===== src/sv/rap_pkg.sv =====
`default_nettype none
// ----------------------------------------------------------------------------
// rap_pkg
// Shared types, codes and helpers of the register access packet engine.
// ----------------------------------------------------------------------------
package rap_pkg;

  localparam logic [7:0] SET_BASE = 8'd200;
  localparam logic [7:0] GET_BASE = 8'd100;

  localparam logic [1:0] ST_OK       = 2'd0;
  localparam logic [1:0] ST_BAD_ADDR = 2'd1;
  localparam logic [1:0] ST_BAD_LEN  = 2'd2;

  localparam logic [2:0] REG_SYNC       = 3'd0;
  localparam logic [2:0] REG_REPLY_SYNC = 3'd1;
  localparam logic [2:0] REG_CODE_SET   = 3'd2;
  localparam logic [2:0] REG_CODE_PUT   = 3'd3;
  localparam logic [2:0] REG_CODE_GET   = 3'd4;
  localparam logic [2:0] REG_CODE_FPT   = 3'd5;
  localparam logic [2:0] REG_CODE_FGT   = 3'd6;

  // field put executes exactly like set and shares its kind
  typedef enum logic [2:0] {
    K_NONE,
    K_SET,
    K_PUT,
    K_GET,
    K_FGT
  } kind_t;

  typedef struct packed {
    logic [7:0] sync;
    logic [7:0] reply_sync;
    logic [7:0] code_set;
    logic [7:0] code_put;
    logic [7:0] code_get;
    logic [7:0] code_fpt;
    logic [7:0] code_fgt;
  } cfg_t;

  typedef struct packed {
    kind_t      kind;
    logic [1:0] status;
    logic [7:0] addr;
    logic [7:0] length;
    logic [7:0] mask;
    logic [7:0] shift;
  } cmd_t;

  function automatic logic [7:0] shl8(input logic [7:0] v, input logic [7:0] s);
    return (s >= 8'd8) ? 8'd0 : 8'(v << s[2:0]);
  endfunction

  function automatic logic [7:0] shr8(input logic [7:0] v, input logic [7:0] s);
    return (s >= 8'd8) ? 8'd0 : 8'(v >> s[2:0]);
  endfunction

endpackage
`default_nettype wire


===== src/sv/register_access_packet_engine.sv =====
`default_nettype none
// ----------------------------------------------------------------------------
// register_access_packet_engine
// Parses register access request packets and produces reply bursts.
// ----------------------------------------------------------------------------
// Input channel (in_valid/in_ready/rx_byte): one received byte per beat. The
// parser takes a beat every cycle; only the checksum beat can stall, when
// both command queue entries are occupied.
// Output channel (out_valid/out_ready/tx_byte/reply_end): reply bytes, one
// per beat; reply_end marks the reply checksum.
// The checksum beat pushes the command into the queue; the executor pops it,
// writes one store entry per cycle (one for a single write, length for a
// block write) and loads reply bytes into the output register. Reply bytes
// follow one per cycle while out_ready is high; a reply is 3 to
// STORE_BYTES + 3 beats. A stalled receiver holds the output register; the
// executor waits and the parser keeps taking bytes until the queue fills.
// Reset clears the parser to sync hunting, empties the queue, zeroes the
// register store and loads the configuration defaults.
// Configuration: cfg_we writes cfg_data to register cfg_index at once.
// ----------------------------------------------------------------------------
module register_access_packet_engine #(
  parameter int STORE_BYTES = 2
) (
  input  logic       clk,
  input  logic       rst,
  input  logic       in_valid,
  output logic       in_ready,
  input  logic [7:0] rx_byte,
  output logic       out_valid,
  input  logic       out_ready,
  output logic [7:0] tx_byte,
  output logic       reply_end,
  input  logic       cfg_we,
  input  logic [2:0] cfg_index,
  input  logic [7:0] cfg_data
);
  import rap_pkg::*;

  localparam int PW = STORE_BYTES * 8;
  localparam int QW = $bits(cmd_t) + PW;

  cfg_t          cfg;
  logic          push;
  cmd_t          f_cmd;
  logic [PW-1:0] f_pay;
  logic          q_full;
  logic          q_pop;
  logic          q_valid;
  logic [QW-1:0] q_rdata;
  cmd_t          q_cmd;
  logic [PW-1:0] q_pay;

  always_ff @(posedge clk) begin
    if (rst) begin
      cfg.sync       <= 8'd170;
      cfg.reply_sync <= 8'd85;
      cfg.code_set   <= 8'd1;
      cfg.code_put   <= 8'd2;
      cfg.code_get   <= 8'd3;
      cfg.code_fpt   <= 8'd4;
      cfg.code_fgt   <= 8'd5;
    end else if (cfg_we) begin
      case (cfg_index)
        REG_SYNC:       cfg.sync       <= cfg_data;
        REG_REPLY_SYNC: cfg.reply_sync <= cfg_data;
        REG_CODE_SET:   cfg.code_set   <= cfg_data;
        REG_CODE_PUT:   cfg.code_put   <= cfg_data;
        REG_CODE_GET:   cfg.code_get   <= cfg_data;
        REG_CODE_FPT:   cfg.code_fpt   <= cfg_data;
        REG_CODE_FGT:   cfg.code_fgt   <= cfg_data;
        default:        cfg            <= cfg;
      endcase
    end
  end

  rap_front #(
    .STORE_BYTES(STORE_BYTES)
  ) u_front (
    .clk      (clk),
    .rst      (rst),
    .in_valid (in_valid),
    .in_ready (in_ready),
    .rx_byte  (rx_byte),
    .cfg      (cfg),
    .q_full   (q_full),
    .push     (push),
    .cmd      (f_cmd),
    .pay      (f_pay)
  );

  rap_queue #(
    .WIDTH(QW)
  ) u_queue (
    .clk    (clk),
    .rst    (rst),
    .push   (push),
    .wdata  ({f_cmd, f_pay}),
    .full   (q_full),
    .pop    (q_pop),
    .rvalid (q_valid),
    .rdata  (q_rdata)
  );

  assign q_cmd = q_rdata[QW-1:PW];
  assign q_pay = q_rdata[PW-1:0];

  rap_back #(
    .STORE_BYTES(STORE_BYTES)
  ) u_back (
    .clk        (clk),
    .rst        (rst),
    .q_valid    (q_valid),
    .q_pop      (q_pop),
    .q_cmd      (q_cmd),
    .q_pay      (q_pay),
    .reply_sync (cfg.reply_sync),
    .out_valid  (out_valid),
    .out_ready  (out_ready),
    .tx_byte    (tx_byte),
    .reply_end  (reply_end)
  );

endmodule
`default_nettype wire


===== src/sv/rap_front.sv =====
`default_nettype none
// ----------------------------------------------------------------------------
// rap_front
// Request parser: hunts for sync, collects header, data and checksum, and
// hands one classified command per packet to the command queue.
// ----------------------------------------------------------------------------
module rap_front #(
  parameter int STORE_BYTES = 2
) (
  input  logic                       clk,
  input  logic                       rst,
  input  logic                       in_valid,
  output logic                       in_ready,
  input  logic [7:0]                 rx_byte,
  input  rap_pkg::cfg_t              cfg,
  input  logic                       q_full,
  output logic                       push,
  output rap_pkg::cmd_t              cmd,
  output logic [STORE_BYTES*8-1:0]   pay
);
  import rap_pkg::*;

  localparam int IW = (STORE_BYTES > 1) ? $clog2(STORE_BYTES) : 1;
  localparam logic [7:0] SB8 = 8'(STORE_BYTES);

  typedef enum logic [7:0] {
    PH_HUNT   = 8'b0000_0001,
    PH_OPCODE = 8'b0000_0010,
    PH_ADDR   = 8'b0000_0100,
    PH_LENGTH = 8'b0000_1000,
    PH_MASK   = 8'b0001_0000,
    PH_SHIFT  = 8'b0010_0000,
    PH_DATA   = 8'b0100_0000,
    PH_CHECK  = 8'b1000_0000
  } phase_t;

  phase_t     phase;
  logic [7:0] opcode;
  logic [7:0] addr;
  logic [7:0] length;
  logic [7:0] mask;
  logic [7:0] shift;
  logic [7:0] byte_index;
  logic [7:0] running_sum;
  logic [7:0] payload [STORE_BYTES];

  kind_t      kind;
  logic [1:0] status;
  logic       accept;
  logic [7:0] sum_next;
  logic [7:0] index_next;
  logic [7:0] set_off;
  logic [7:0] get_off;
  logic       set_bad;
  logic       get_bad;
  logic       len_bad;

  assign accept     = in_valid && in_ready;
  assign in_ready   = (phase != PH_CHECK) || !q_full;
  assign sum_next   = running_sum + rx_byte;
  assign index_next = byte_index + 8'd1;

  always_comb begin
    if (opcode == cfg.code_set) begin
      kind = K_SET;
    end else if (opcode == cfg.code_put) begin
      kind = K_PUT;
    end else if (opcode == cfg.code_get) begin
      kind = K_GET;
    end else if (opcode == cfg.code_fpt) begin
      kind = K_SET;
    end else if (opcode == cfg.code_fgt) begin
      kind = K_FGT;
    end else begin
      kind = K_NONE;
    end
  end

  assign set_off = addr - SET_BASE;
  assign get_off = addr - GET_BASE;
  assign set_bad = (addr < SET_BASE) || (set_off >= SB8);
  assign get_bad = (addr < GET_BASE) || (get_off >= SB8);
  assign len_bad = (length == 8'd0) || (length > SB8);

  always_comb begin
    status = ST_OK;
    if (rx_byte != running_sum) begin
      status = ST_BAD_ADDR;
    end else begin
      case (kind)
        K_SET: status = set_bad ? ST_BAD_ADDR : ST_OK;
        K_PUT: status = (addr >= SB8) ? ST_BAD_ADDR : (len_bad ? ST_BAD_LEN : ST_OK);
        K_GET: status = get_bad ? ST_BAD_ADDR : (len_bad ? ST_BAD_LEN : ST_OK);
        K_FGT: status = get_bad ? ST_BAD_ADDR : ST_OK;
        default: status = ST_OK;
      endcase
    end
  end

  assign push = accept && (phase == PH_CHECK) && (kind != K_NONE);

  always_comb begin
    cmd.kind   = kind;
    cmd.status = status;
    cmd.addr   = addr;
    cmd.length = length;
    cmd.mask   = mask;
    cmd.shift  = shift;
    for (int j = 0; j < STORE_BYTES; j++) begin
      pay[j*8 +: 8] = payload[j];
    end
  end

  always_ff @(posedge clk) begin
    if (rst) begin
      phase       <= PH_HUNT;
      opcode      <= 8'd0;
      addr        <= 8'd0;
      length      <= 8'd0;
      mask        <= 8'd0;
      shift       <= 8'd0;
      byte_index  <= 8'd0;
      running_sum <= 8'd0;
    end else if (accept) begin
      case (phase)
        PH_HUNT: begin
          byte_index  <= 8'd0;
          running_sum <= 8'd0;
          if (rx_byte == cfg.sync) begin
            phase <= PH_OPCODE;
          end
        end
        PH_OPCODE: begin
          opcode      <= rx_byte;
          running_sum <= sum_next;
          phase       <= PH_ADDR;
        end
        PH_ADDR: begin
          addr        <= rx_byte;
          running_sum <= sum_next;
          case (kind)
            K_SET, K_FGT: phase <= PH_MASK;
            K_PUT, K_GET: phase <= PH_LENGTH;
            default:      phase <= PH_HUNT;
          endcase
        end
        PH_LENGTH: begin
          length      <= rx_byte;
          running_sum <= sum_next;
          phase       <= (kind == K_PUT && rx_byte != 8'd0) ? PH_DATA : PH_CHECK;
        end
        PH_MASK: begin
          mask        <= rx_byte;
          running_sum <= sum_next;
          phase       <= PH_SHIFT;
        end
        PH_SHIFT: begin
          shift       <= rx_byte;
          running_sum <= sum_next;
          phase       <= (kind == K_SET) ? PH_DATA : PH_CHECK;
        end
        PH_DATA: begin
          running_sum <= sum_next;
          if (kind == K_PUT) begin
            byte_index <= index_next;
            if (index_next >= length) begin
              phase <= PH_CHECK;
            end
          end else begin
            phase <= PH_CHECK;
          end
        end
        PH_CHECK: begin
          phase <= PH_HUNT;
        end
        default: begin
          phase <= PH_HUNT;
        end
      endcase
    end
  end

  // block write data is kept minus its index
  always_ff @(posedge clk) begin
    if (accept && phase == PH_DATA && byte_index < SB8) begin
      payload[byte_index[IW-1:0]] <= rx_byte - byte_index;
    end
  end

endmodule
`default_nettype wire


===== src/sv/rap_queue.sv =====
`default_nettype none
// ----------------------------------------------------------------------------
// rap_queue
// Two-entry command queue between parser and executor.
// ----------------------------------------------------------------------------
module rap_queue #(
  parameter int WIDTH = 8
) (
  input  logic             clk,
  input  logic             rst,
  input  logic             push,
  input  logic [WIDTH-1:0] wdata,
  output logic             full,
  input  logic             pop,
  output logic             rvalid,
  output logic [WIDTH-1:0] rdata
);

  logic [WIDTH-1:0] mem [2];
  logic             wptr;
  logic             rptr;
  logic [1:0]       count;

  assign full   = (count == 2'd2);
  assign rvalid = (count != 2'd0);
  assign rdata  = mem[rptr];

  always_ff @(posedge clk) begin
    if (push) begin
      mem[wptr] <= wdata;
    end
  end

  always_ff @(posedge clk) begin
    if (rst) begin
      wptr  <= 1'b0;
      rptr  <= 1'b0;
      count <= 2'd0;
    end else begin
      if (push) begin
        wptr <= ~wptr;
      end
      if (pop) begin
        rptr <= ~rptr;
      end
      case ({push, pop})
        2'b10:   count <= count + 2'd1;
        2'b01:   count <= count - 2'd1;
        default: count <= count;
      endcase
    end
  end

endmodule
`default_nettype wire


===== src/sv/rap_back.sv =====
`default_nettype none
// ----------------------------------------------------------------------------
// rap_back
// Command executor: owns the register store, performs writes one byte per
// cycle, and streams the reply through a one-beat output register.
// ----------------------------------------------------------------------------
module rap_back #(
  parameter int STORE_BYTES = 2
) (
  input  logic                      clk,
  input  logic                      rst,
  input  logic                      q_valid,
  output logic                      q_pop,
  input  rap_pkg::cmd_t             q_cmd,
  input  logic [STORE_BYTES*8-1:0]  q_pay,
  input  logic [7:0]                reply_sync,
  output logic                      out_valid,
  input  logic                      out_ready,
  output logic [7:0]                tx_byte,
  output logic                      reply_end
);
  import rap_pkg::*;

  localparam int IW = (STORE_BYTES > 1) ? $clog2(STORE_BYTES) : 1;
  localparam int AW = IW + 1;
  localparam logic [AW-1:0] SB_A = AW'(STORE_BYTES);

  typedef enum logic [5:0] {
    BK_IDLE  = 6'b00_0001,
    BK_WRITE = 6'b00_0010,
    BK_HDR   = 6'b00_0100,
    BK_STAT  = 6'b00_1000,
    BK_DATA  = 6'b01_0000,
    BK_SUM   = 6'b10_0000
  } bstate_t;

  bstate_t    state;
  cmd_t       cmd;
  logic [7:0] pay [STORE_BYTES];
  logic [7:0] store [STORE_BYTES];
  logic [AW-1:0] idx;
  logic [7:0] rsum;

  logic          ok;
  logic [7:0]    set_off;
  logic [7:0]    get_off;
  logic [AW-1:0] wr_addr;
  logic [7:0]    wr_data;
  logic          wr_en;
  logic [AW-1:0] rd_addr;
  logic [7:0]    rd_raw;
  logic [7:0]    data_byte;
  logic          idx_last;
  logic          emit;
  logic          out_load;
  logic          advance;
  logic [7:0]    out_byte;

  assign ok      = (cmd.status == ST_OK);
  assign set_off = cmd.addr - SET_BASE;
  assign get_off = cmd.addr - GET_BASE;
  assign q_pop   = (state == BK_IDLE) && q_valid;

  assign wr_addr = (cmd.kind == K_SET) ? {1'b0, set_off[IW-1:0]}
                                       : {1'b0, cmd.addr[IW-1:0]} + idx;
  assign wr_data = (cmd.kind == K_SET) ? (shl8(pay[0], cmd.shift) & cmd.mask)
                                       : pay[idx[IW-1:0]];
  assign wr_en   = (state == BK_WRITE) && (wr_addr < SB_A);

  // entries past the end of the store read as zero
  assign rd_addr   = {1'b0, get_off[IW-1:0]} + idx;
  assign rd_raw    = (rd_addr < SB_A) ? store[rd_addr[IW-1:0]] : 8'd0;
  assign data_byte = (cmd.kind == K_FGT) ? shr8(rd_raw & cmd.mask, cmd.shift)
                                         : rd_raw + 8'(idx);
  assign idx_last  = ((8'(idx) + 8'd1) == cmd.length);

  assign emit     = (state == BK_HDR) || (state == BK_STAT) ||
                    (state == BK_DATA) || (state == BK_SUM);
  assign out_load = !out_valid || out_ready;
  assign advance  = emit && out_load;

  always_comb begin
    case (state)
      BK_HDR:  out_byte = reply_sync;
      BK_STAT: out_byte = {6'd0, cmd.status};
      BK_DATA: out_byte = data_byte;
      BK_SUM:  out_byte = rsum;
      default: out_byte = 8'd0;
    endcase
  end

  always_ff @(posedge clk) begin
    if (q_pop) begin
      cmd <= q_cmd;
      for (int j = 0; j < STORE_BYTES; j++) begin
        pay[j] <= q_pay[j*8 +: 8];
      end
    end
  end

  always_ff @(posedge clk) begin
    if (rst) begin
      state <= BK_IDLE;
      idx   <= '0;
      rsum  <= 8'd0;
    end else begin
      case (state)
        BK_IDLE: begin
          if (q_valid) begin
            idx <= '0;
            if (q_cmd.status == ST_OK && (q_cmd.kind == K_SET || q_cmd.kind == K_PUT)) begin
              state <= BK_WRITE;
            end else begin
              state <= BK_HDR;
            end
          end
        end
        BK_WRITE: begin
          if (cmd.kind == K_PUT && !idx_last) begin
            idx <= idx + AW'(1);
          end else begin
            state <= BK_HDR;
          end
        end
        BK_HDR: begin
          if (out_load) begin
            state <= BK_STAT;
          end
        end
        BK_STAT: begin
          if (out_load) begin
            rsum <= {6'd0, cmd.status};
            idx  <= '0;
            if (ok && (cmd.kind == K_GET || cmd.kind == K_FGT)) begin
              state <= BK_DATA;
            end else begin
              state <= BK_SUM;
            end
          end
        end
        BK_DATA: begin
          if (out_load) begin
            rsum <= rsum + data_byte;
            idx  <= idx + AW'(1);
            if (cmd.kind == K_FGT || idx_last) begin
              state <= BK_SUM;
            end
          end
        end
        BK_SUM: begin
          if (out_load) begin
            state <= BK_IDLE;
          end
        end
        default: begin
          state <= BK_IDLE;
        end
      endcase
    end
  end

  always_ff @(posedge clk) begin
    if (rst) begin
      for (int j = 0; j < STORE_BYTES; j++) begin
        store[j] <= 8'd0;
      end
    end else if (wr_en) begin
      store[wr_addr[IW-1:0]] <= wr_data;
    end
  end

  always_ff @(posedge clk) begin
    if (rst) begin
      out_valid <= 1'b0;
    end else if (advance) begin
      out_valid <= 1'b1;
    end else if (out_ready) begin
      out_valid <= 1'b0;
    end
  end

  always_ff @(posedge clk) begin
    if (advance) begin
      tx_byte   <= out_byte;
      reply_end <= (state == BK_SUM);
    end
  end

endmodule
`default_nettype wire


===== config.mk =====
export PLATFORM = sky130hd
export DESIGN_NAME = register_access_packet_engine
export DESIGN_NICKNAME = d
export VERILOG_FILES = /design/src/sv/rap_pkg.sv /design/src/sv/register_access_packet_engine.sv /design/src/sv/rap_front.sv /design/src/sv/rap_queue.sv /design/src/sv/rap_back.sv
export SDC_FILE = /design/constraint.sdc
export NUM_CORES = 1
export LEC_CHECK = 0
export BUFFER_PORTS_ARGS = -buffer_cell sky130_fd_sc_hd__buf_2
export CORE_ASPECT_RATIO = 1.5
export CORE_MARGIN = 3
export CORE_UTILIZATION = 45
export CTS_CLUSTER_DIAMETER = 120
export DETAILED_ROUTE_END_ITERATION = 8
export PLACE_DENSITY = 0.71
export SLEW_MARGIN = 20
export SYNTH_ARGS = -nofsm -noshare
export SYNTH_HDL_FRONTEND = slang
export SYNTH_SLANG_ARGS = --single-unit

===== constraint.sdc =====
create_clock -name clk -period 12.4 [get_ports clk]
set_input_delay 1.24 -clock clk [delete_from_list [all_inputs] [get_ports clk]]
set_output_delay 1.24 -clock clk [all_outputs]
set_load 0.01 [all_outputs]

# Word level (Yosys, flattened, before mapping)
# Memory sizes are Yosys's and may differ from the RTL's. A register that Yosys moved wholly into a read port is not among the register bits.
# Cells that the tools add are included.
# Widths: inputs -> output; s select.
# word_totals
ff_bits	180
ramBits	154
word_cells	248
mem_count	4
# op_classes
addsub	15
magnitude_cmp	11
n_eq_ne	53
n_shift	2
mux	68
bitwise_logic	4
n_reduce_logical	61
# mem_list
memory	depth	word_bits	rd	rd_clocked_by_memory_dff	wr	line_no	text
u_queue.mem	2	53	1	1	1	rap_queue.sv:19	logic [WIDTH-1:0] mem [2];
u_back.pay	2	8	2	1	2	rap_back.sv:39	logic [7:0] pay [STORE_BYTES];
u_back.store	2	8	1	0	2	rap_back.sv:40	logic [7:0] store [STORE_BYTES];
u_front.payload	2	8	2	0	1	rap_front.sv:45	logic [7:0] payload [STORE_BYTES];
# op_table
op	n
$mux 8	14
$eq 8x8->1	7
$pmux 8 s7	1
$mux 6	8
$pmux 8 s2	3
$pmux 6 s6	1
$pmux 8 s4	1
$reduce_and 2->1	13
$ge 8x2->1 const B	3
$eq 3x2->1 const B	7
$mux 1	21
$mux 2	9
$mux 3	6
$add 8x8->8	2
$and 8x8->8	2
$pmux 2 s4	2
$eq 3x3->1 const B	5
$ne 2x1->1 const B	7
$eq 3x1->1 const B	4
$logic_and 1x1->1	12
$reduce_bool 2->1	6
$logic_or 1x1->1	11
$pmux 5 s2	1
$reduce_and 3->1	3
53 further kinds	65

# Depth between registers and ports, before layout
# depth
depth_word	11
ltp_mapped	19
depth_no_buf	18

# Cells and area by module
# Synthesis repeated with hierarchy kept, for this count alone.
# hier_totals
cells_unflattened	1378
hier_area_um2	16101.7
# by_module_without_submodules
mod	instances	cells_per_inst	area_each_um2
rap_front	1	558	5047.3
rap_back	1	425	4802.1
rap_queue	1	187	4017.6
register_access_packet_engine	1	208	2234.6

# Worst setup path before layout
# Ideal clock, no wire load.
# synth_timing
path_type	flip-flop to flip-flop
start	register u_back.state[1]
end	register u_queue.count[1]
arrival_ps	4469
setup_slack_ps	7860
stages_incl_launch_ff	7
path_buffers	0
period_less_slack_ps	4540
cell_sequence	dfxtp_1 > or4_1 > or3b_2 > nor2_1 > ha_1 > or3_1 > a21oi_1
# synth_between
elab_chain_len	4
# synth_rtl
element	line_no	text
start, declared	rap_back.sv:37	bstate_t state;
start signal, assigned	rap_back.sv:103	state <= BK_IDLE;
start signal, assigned	rap_back.sv:112	state <= BK_WRITE;
start signal, assigned	rap_back.sv:114	state <= BK_HDR;
$eq 6x1->1 (*)	rap_back.sv:62	assign q_pop = (state == BK_IDLE) && q_valid;
$logic_and 1x1->1 (*)	rap_back.sv:62	
via q_pop	register_access_packet_engine.sv:47	logic q_pop;
$eq 2x1->1 / $eq 2x2->1 (equally long branches)	rap_queue.sv:46	case ({push, pop})
$pmux 2 s2 / $reduce_bool 2->1 (equally long branches)	-	
end signal, assigned	rap_queue.sv:47	2'b10: count <= count + 2'd1;
end signal, assigned	rap_queue.sv:48	2'b01: count <= count - 2'd1;
end signal, assigned	rap_queue.sv:49	default: count <= count;
end, declared	rap_queue.sv:22	logic [1:0] count;
# The timed path passes the listed nets; every way through them passes the cells marked *.
# A chain may end at the register's enable or synchronous reset.

# Worst setup path in the final report
# layout_timing
start	register u_back.cmd[24] in the netlist's numbering
end	register u_back.rsum[7]
# layout_between
elab_chain_len	11
# layout_rtl
element	line_no	text
start, declared	rap_back.sv:38	cmd_t cmd;
start signal, assigned	rap_back.sv:94	cmd <= q_cmd;
$sub 1x1->1 (*)	rap_back.sv:61	assign get_off = cmd.addr - GET_BASE;
$add 1x2->2 (*)	rap_back.sv:71	assign rd_addr = {1'b0, get_off[IW-1:0]} + idx;
$lt 2x2->1 / $mem_v2 2x8 (equally long branches)	-	
$mux 8 (*)	rap_back.sv:72	assign rd_raw = (rd_addr < SB_A) ? store[rd_addr[IW-1:0]] : 8'd0;
parallel branches: the longest is 3 deep, another holds $add 8x2->8	-	
$mux 8 (*)	rap_back.sv:73	assign data_byte = (cmd.kind == K_FGT) ? shr8(rd_raw & cmd.mask, cmd.shift)
$add 8x8->8 (*)	rap_back.sv:143	rsum <= rsum + data_byte;
$mux 8 (*)	rap_back.sv:142	if (out_load) begin
$pmux 8 s2 (*)	rap_back.sv:107	case (state)
end signal, assigned	rap_back.sv:132	rsum <= {6'd0, cmd.status};
end signal, assigned	rap_back.sv:143	
end, declared	rap_back.sv:42	logic [7:0] rsum;
# Every way passes the cells marked *. The select of a mux whose other input is x is not followed.

==> impl_summary.log <==
[metrics] result of the run: finished clean
[metrics] HPWL after detailed placement: 24070 um
[metrics] Worst Setup Slack post-DPL: around 8 ns
[metrics] critical path arrival: 5.12 ns
[metrics] endpoint of the most critical register-to-register path: u_back.rsum[7]
[metrics] floorplan die width: 155.9 um
[metrics] slowest cell delay on critical path: slightly above 0.6 ns
[metrics] total number of nets in the final design: 1474
[metrics] Layout Utilization: between 50% and 60%
[metrics] Leak: 6.106 nW
[metrics] Max-Slew Margin vs Limit: 30.72%
[metrics] class of the most critical hold timing path: reg2reg
[metrics] H-Tree Level Count: 1
[metrics] share of flip-flops with an asynchronous set or reset: 0%
[metrics] Reg-to-Reg Start: u_back.cmd[24]
[metrics] drt wl/cell: 19.08 um
[metrics] Worst Reg2Reg Path Length in Cells: 16
[metrics] Slowest-stage cell, CP: sky130_fd_sc_hd__ha_1
[metrics] die extent in y: 230.9 um
[metrics] GR met2 Demand/Resource: between 30% and 40%
[metrics] Fillers: 2837
[metrics] drt pass-1 iters: 8
[metrics] number of buffers inserted by hold repair at cts: 0
[metrics] Pwr per Cell Area: ~140 nW/um2
[metrics] first element of the critical path: u_back.cmd[24]
[metrics] final hold viol count: 0
[metrics] synthesis-stage register bit count: around 320
[metrics] Setup Buffers After CTS: 0
[metrics] met1 capacity usage during global routing: 22.72%
[metrics] most common flop cell mapped by yosys: sky130_fd_sc_hd__edfxtp_1
[metrics] worst hold path endpoint: u_queue.mem[1][2]
[metrics] global-route wire length before repair: 56300 um
[metrics] Area Growth Syn to Fin: 10.19%
[metrics] post-route clock skew: approximately 0.021 ns
[metrics] antenna violations before repair: 0
[metrics] kind of launch point of the worst setup path: flop
[metrics] Initial Utilization: 46.06%
[metrics] clock latency at the later pin of the worst-skew pair: 0.56 ns
[metrics] violation count after the first detailed-route iteration: roughly 620
[metrics] max-slew violation count: 0
[metrics] minimum clock period after layout: 4.664 ns
[metrics] Die Outline Area: 36000 um2
[metrics] most used routing layer in global routing: met2
[metrics] required time worst endpoint: 12.85 ns
[metrics] weighted congestion reported at the end of routability-driven placement: roughly 0.9
[metrics] proportion of layout cells with a drive suffix above 1: 12.06%
[metrics] top achievable clock speed: 0.2144 GHz
[metrics] number of clock sinks seen by CTS: 322
[metrics] vias in the first global route: approximately 11000
[metrics] most prevalent standard cell on the critical path: sky130_fd_sc_hd__ha_1
[metrics] post-detailed-route DRC marker count: 0
[metrics] Congestion Overflow GR: 0
[metrics] critical path endpoint category: flop
[metrics] synthesized instance count: 1393
[metrics] buffer cell driving the clock tree root: sky130_fd_sc_hd__clkbuf_16
[metrics] Finish-stage setup viols: 0
[metrics] core region area: 32940 um2
[metrics] post-CTS sizing: 0
[metrics] transition time at the pin with the least slew margin: 1.030 ns
[metrics] Max Root-Sink Buffers: 3
[metrics] aggregate negative setup slack: 0 ns
[metrics] launch point of the worst hold path: u_front.payload[0][2]
[metrics] clock transition time at the flip-flop clock pins of the worst setup and hold paths: 0.07 ns
[metrics] class of the most critical setup path: reg2reg
[metrics] critical path peak fanout: 13
[metrics] number of rows in the core area: 81
[metrics] routed vias: about 11000
[metrics] Antenna Violating Nets Remaining: 0
[metrics] final setup margin: 7.736 ns
[metrics] flop-to-flop setup slack: 7.74 ns
[metrics] number of flops mapped to enable cells by yosys: 179
[metrics] area of the mapped netlist: 15170 um2
[metrics] routed wire length: between 30000 and 40000 um
[metrics] GRT Overall Usage: 19.50%
[metrics] CTS tree: yes
[metrics] Inserted Clock Buffers: 30
[metrics] post-synth net total: roughly 1500
[metrics] critical-path cell list: ha_1, mux2_2, a21oi_1, ha_1, nor3_1, a21oi_1, mux2i_1, a221oi_1, o2bb2ai_1, ha_1, a211oi_1, o21ai_0, nand3_1, o22ai_1, and4_1, a311o_1
[metrics] sequential area share after synthesis: 54.30%
[metrics] number of cells on the worst hold path: 0
[metrics] via count normalized by instance count: around 5.8
[metrics] top-level port count: 35
[metrics] Max IR drop VDD: roughly 120 uV
[metrics] warnings from Yosys: 0
[metrics] total of buffers placed on input and output ports: 34
[metrics] placement-stage cell area: 15690 um2
[metrics] Hold Worst Slack: 0.4416 ns
[metrics] final clock period utilization by the worst path: 37.61%
[metrics] RSZ-0062 raised after global routing: no
[metrics] most frequent standard cell in the layout excluding fill and tap cells: sky130_fd_sc_hd__edfxtp_1
[metrics] post-route standard cell area excluding fillers: 16720 um2
[metrics] number of distinct library cell variants in the gate-level netlist after synthesis: 74
[metrics] met3 usage: slightly above 2%
[metrics] maximum number of pins on one net before global-route repair: 66
[metrics] total of max-cap violations: 0
[metrics] number of diodes: 0
[metrics] highest-count cells in the layout ignoring fill and taps: 179 x sky130_fd_sc_hd__edfxtp_1, 151 x sky130_fd_sc_hd__nand2_1, 146 x sky130_fd_sc_hd__nor2_1
[metrics] mean cell area of the mapped netlist: 10.89 um2
metal layers:
metal	part of all wire, %	vias to the layer above	wire, um
li1	-	5063	-
met3	3.3	97	1171
met5	0	-	0
met1	39	5159	13840
met2	53	274	18620
met4	4.2	0	1484
power by group:
group,switching [mW],internal (mW)
sequential,0.0229,1.14
combinational,0.134,0.0712
clock,0.402,0.538
cells in the mapped netlist (all sizes together), types with 6 or more instances:
cell type  count  area, um2
edfxtp       179       5375
nand2        151      566.8
nor2         151      571.8
dfxtp        143       2863
a21oi         90      465.4
mux2i         74      740.7
mux2          57      641.9
clkbuf        49      183.9
xor2          46      402.9
nand3         45      225.2
ha            44      550.5
xnor2         42      367.9
o21ai         37      185.2
inv           34      127.6
nor4          21      152.6
buf           16      83.83
nor3          15      85.08
a21o          14      105.1
a22oi         12      90.09
a211oi        11      87.58
a31oi         11      68.82
nand4         11      68.82
a22o          10      87.58
nand2b        10      62.56
nor2b          9      56.30
nor3b          8      65.06
or4            8      60.06
nand3b         7      52.55
or3            6      37.54
cell type report:
type	instances	area (um2)	share of cell area (%)
multi-input combinational	972	6575	39.33
timing repair buffer	43	240.2	1.437
clock inverter	18	183.9	1.100
inverter	34	127.6	0.7635
tap	415	519.2	3.106
clock buffer	37	828.3	4.955
sequential	322	8242	49.30
flip-flops by register name, indices dropped and copies added, names as in the netlist, 16 cells and up, named ones only:
name and flops:
u_back.store 16, u_back.cmd 30, u_back.pay 16, cfg 56, u_front.payload 16, u_queue.mem 92
worst max path at each step:
stage | to | depth (start not counted)
6_report | u_back.rsum[7] | 16
5_1_grt | u_back.rsum[7] | 16
3_3_place_gp | u_back.rsum[7] | 16
2_1_floorplan | u_queue.count[1] | 6
4_1_cts | u_back.rsum[7] | 16
3_5_place_dp | u_back.rsum[7] | 16
cells by family after synthesis:
family / Yosys count / synth area share [%]
and+or+nand+nor: 472 / 14.71
DFF: 322 / 54.30
AOI/OAI and AO/OA: 232 / 9.864
muxes: 133 / 9.410
buffers and inverters: 99 / 2.606
xor gates and xnor gates: 88 / 5.080
adders and majority gates: 47 / 4.025
stage by stage:
stage                     power, mW  std cells
after floorplan               1.326       1393
after global placement        1.387       1786
after detailed placement      1.390       1786
after CTS                     2.325       1841
after global routing          2.391       1841
final                         2.310       1841
critical path, delay by kind of cell, from the launching register on:
family                   cells  cell delay (ns)
AND/OR/NAND/NOR              3             0.39
AO/OA/AOI/OAI                8             1.89
adder cells (fa/ha/maj)      3             1.24
flip-flops                   1             0.42
multiplexers                 2             0.59
No activity file was read; power rests on OpenSTA's default activity.
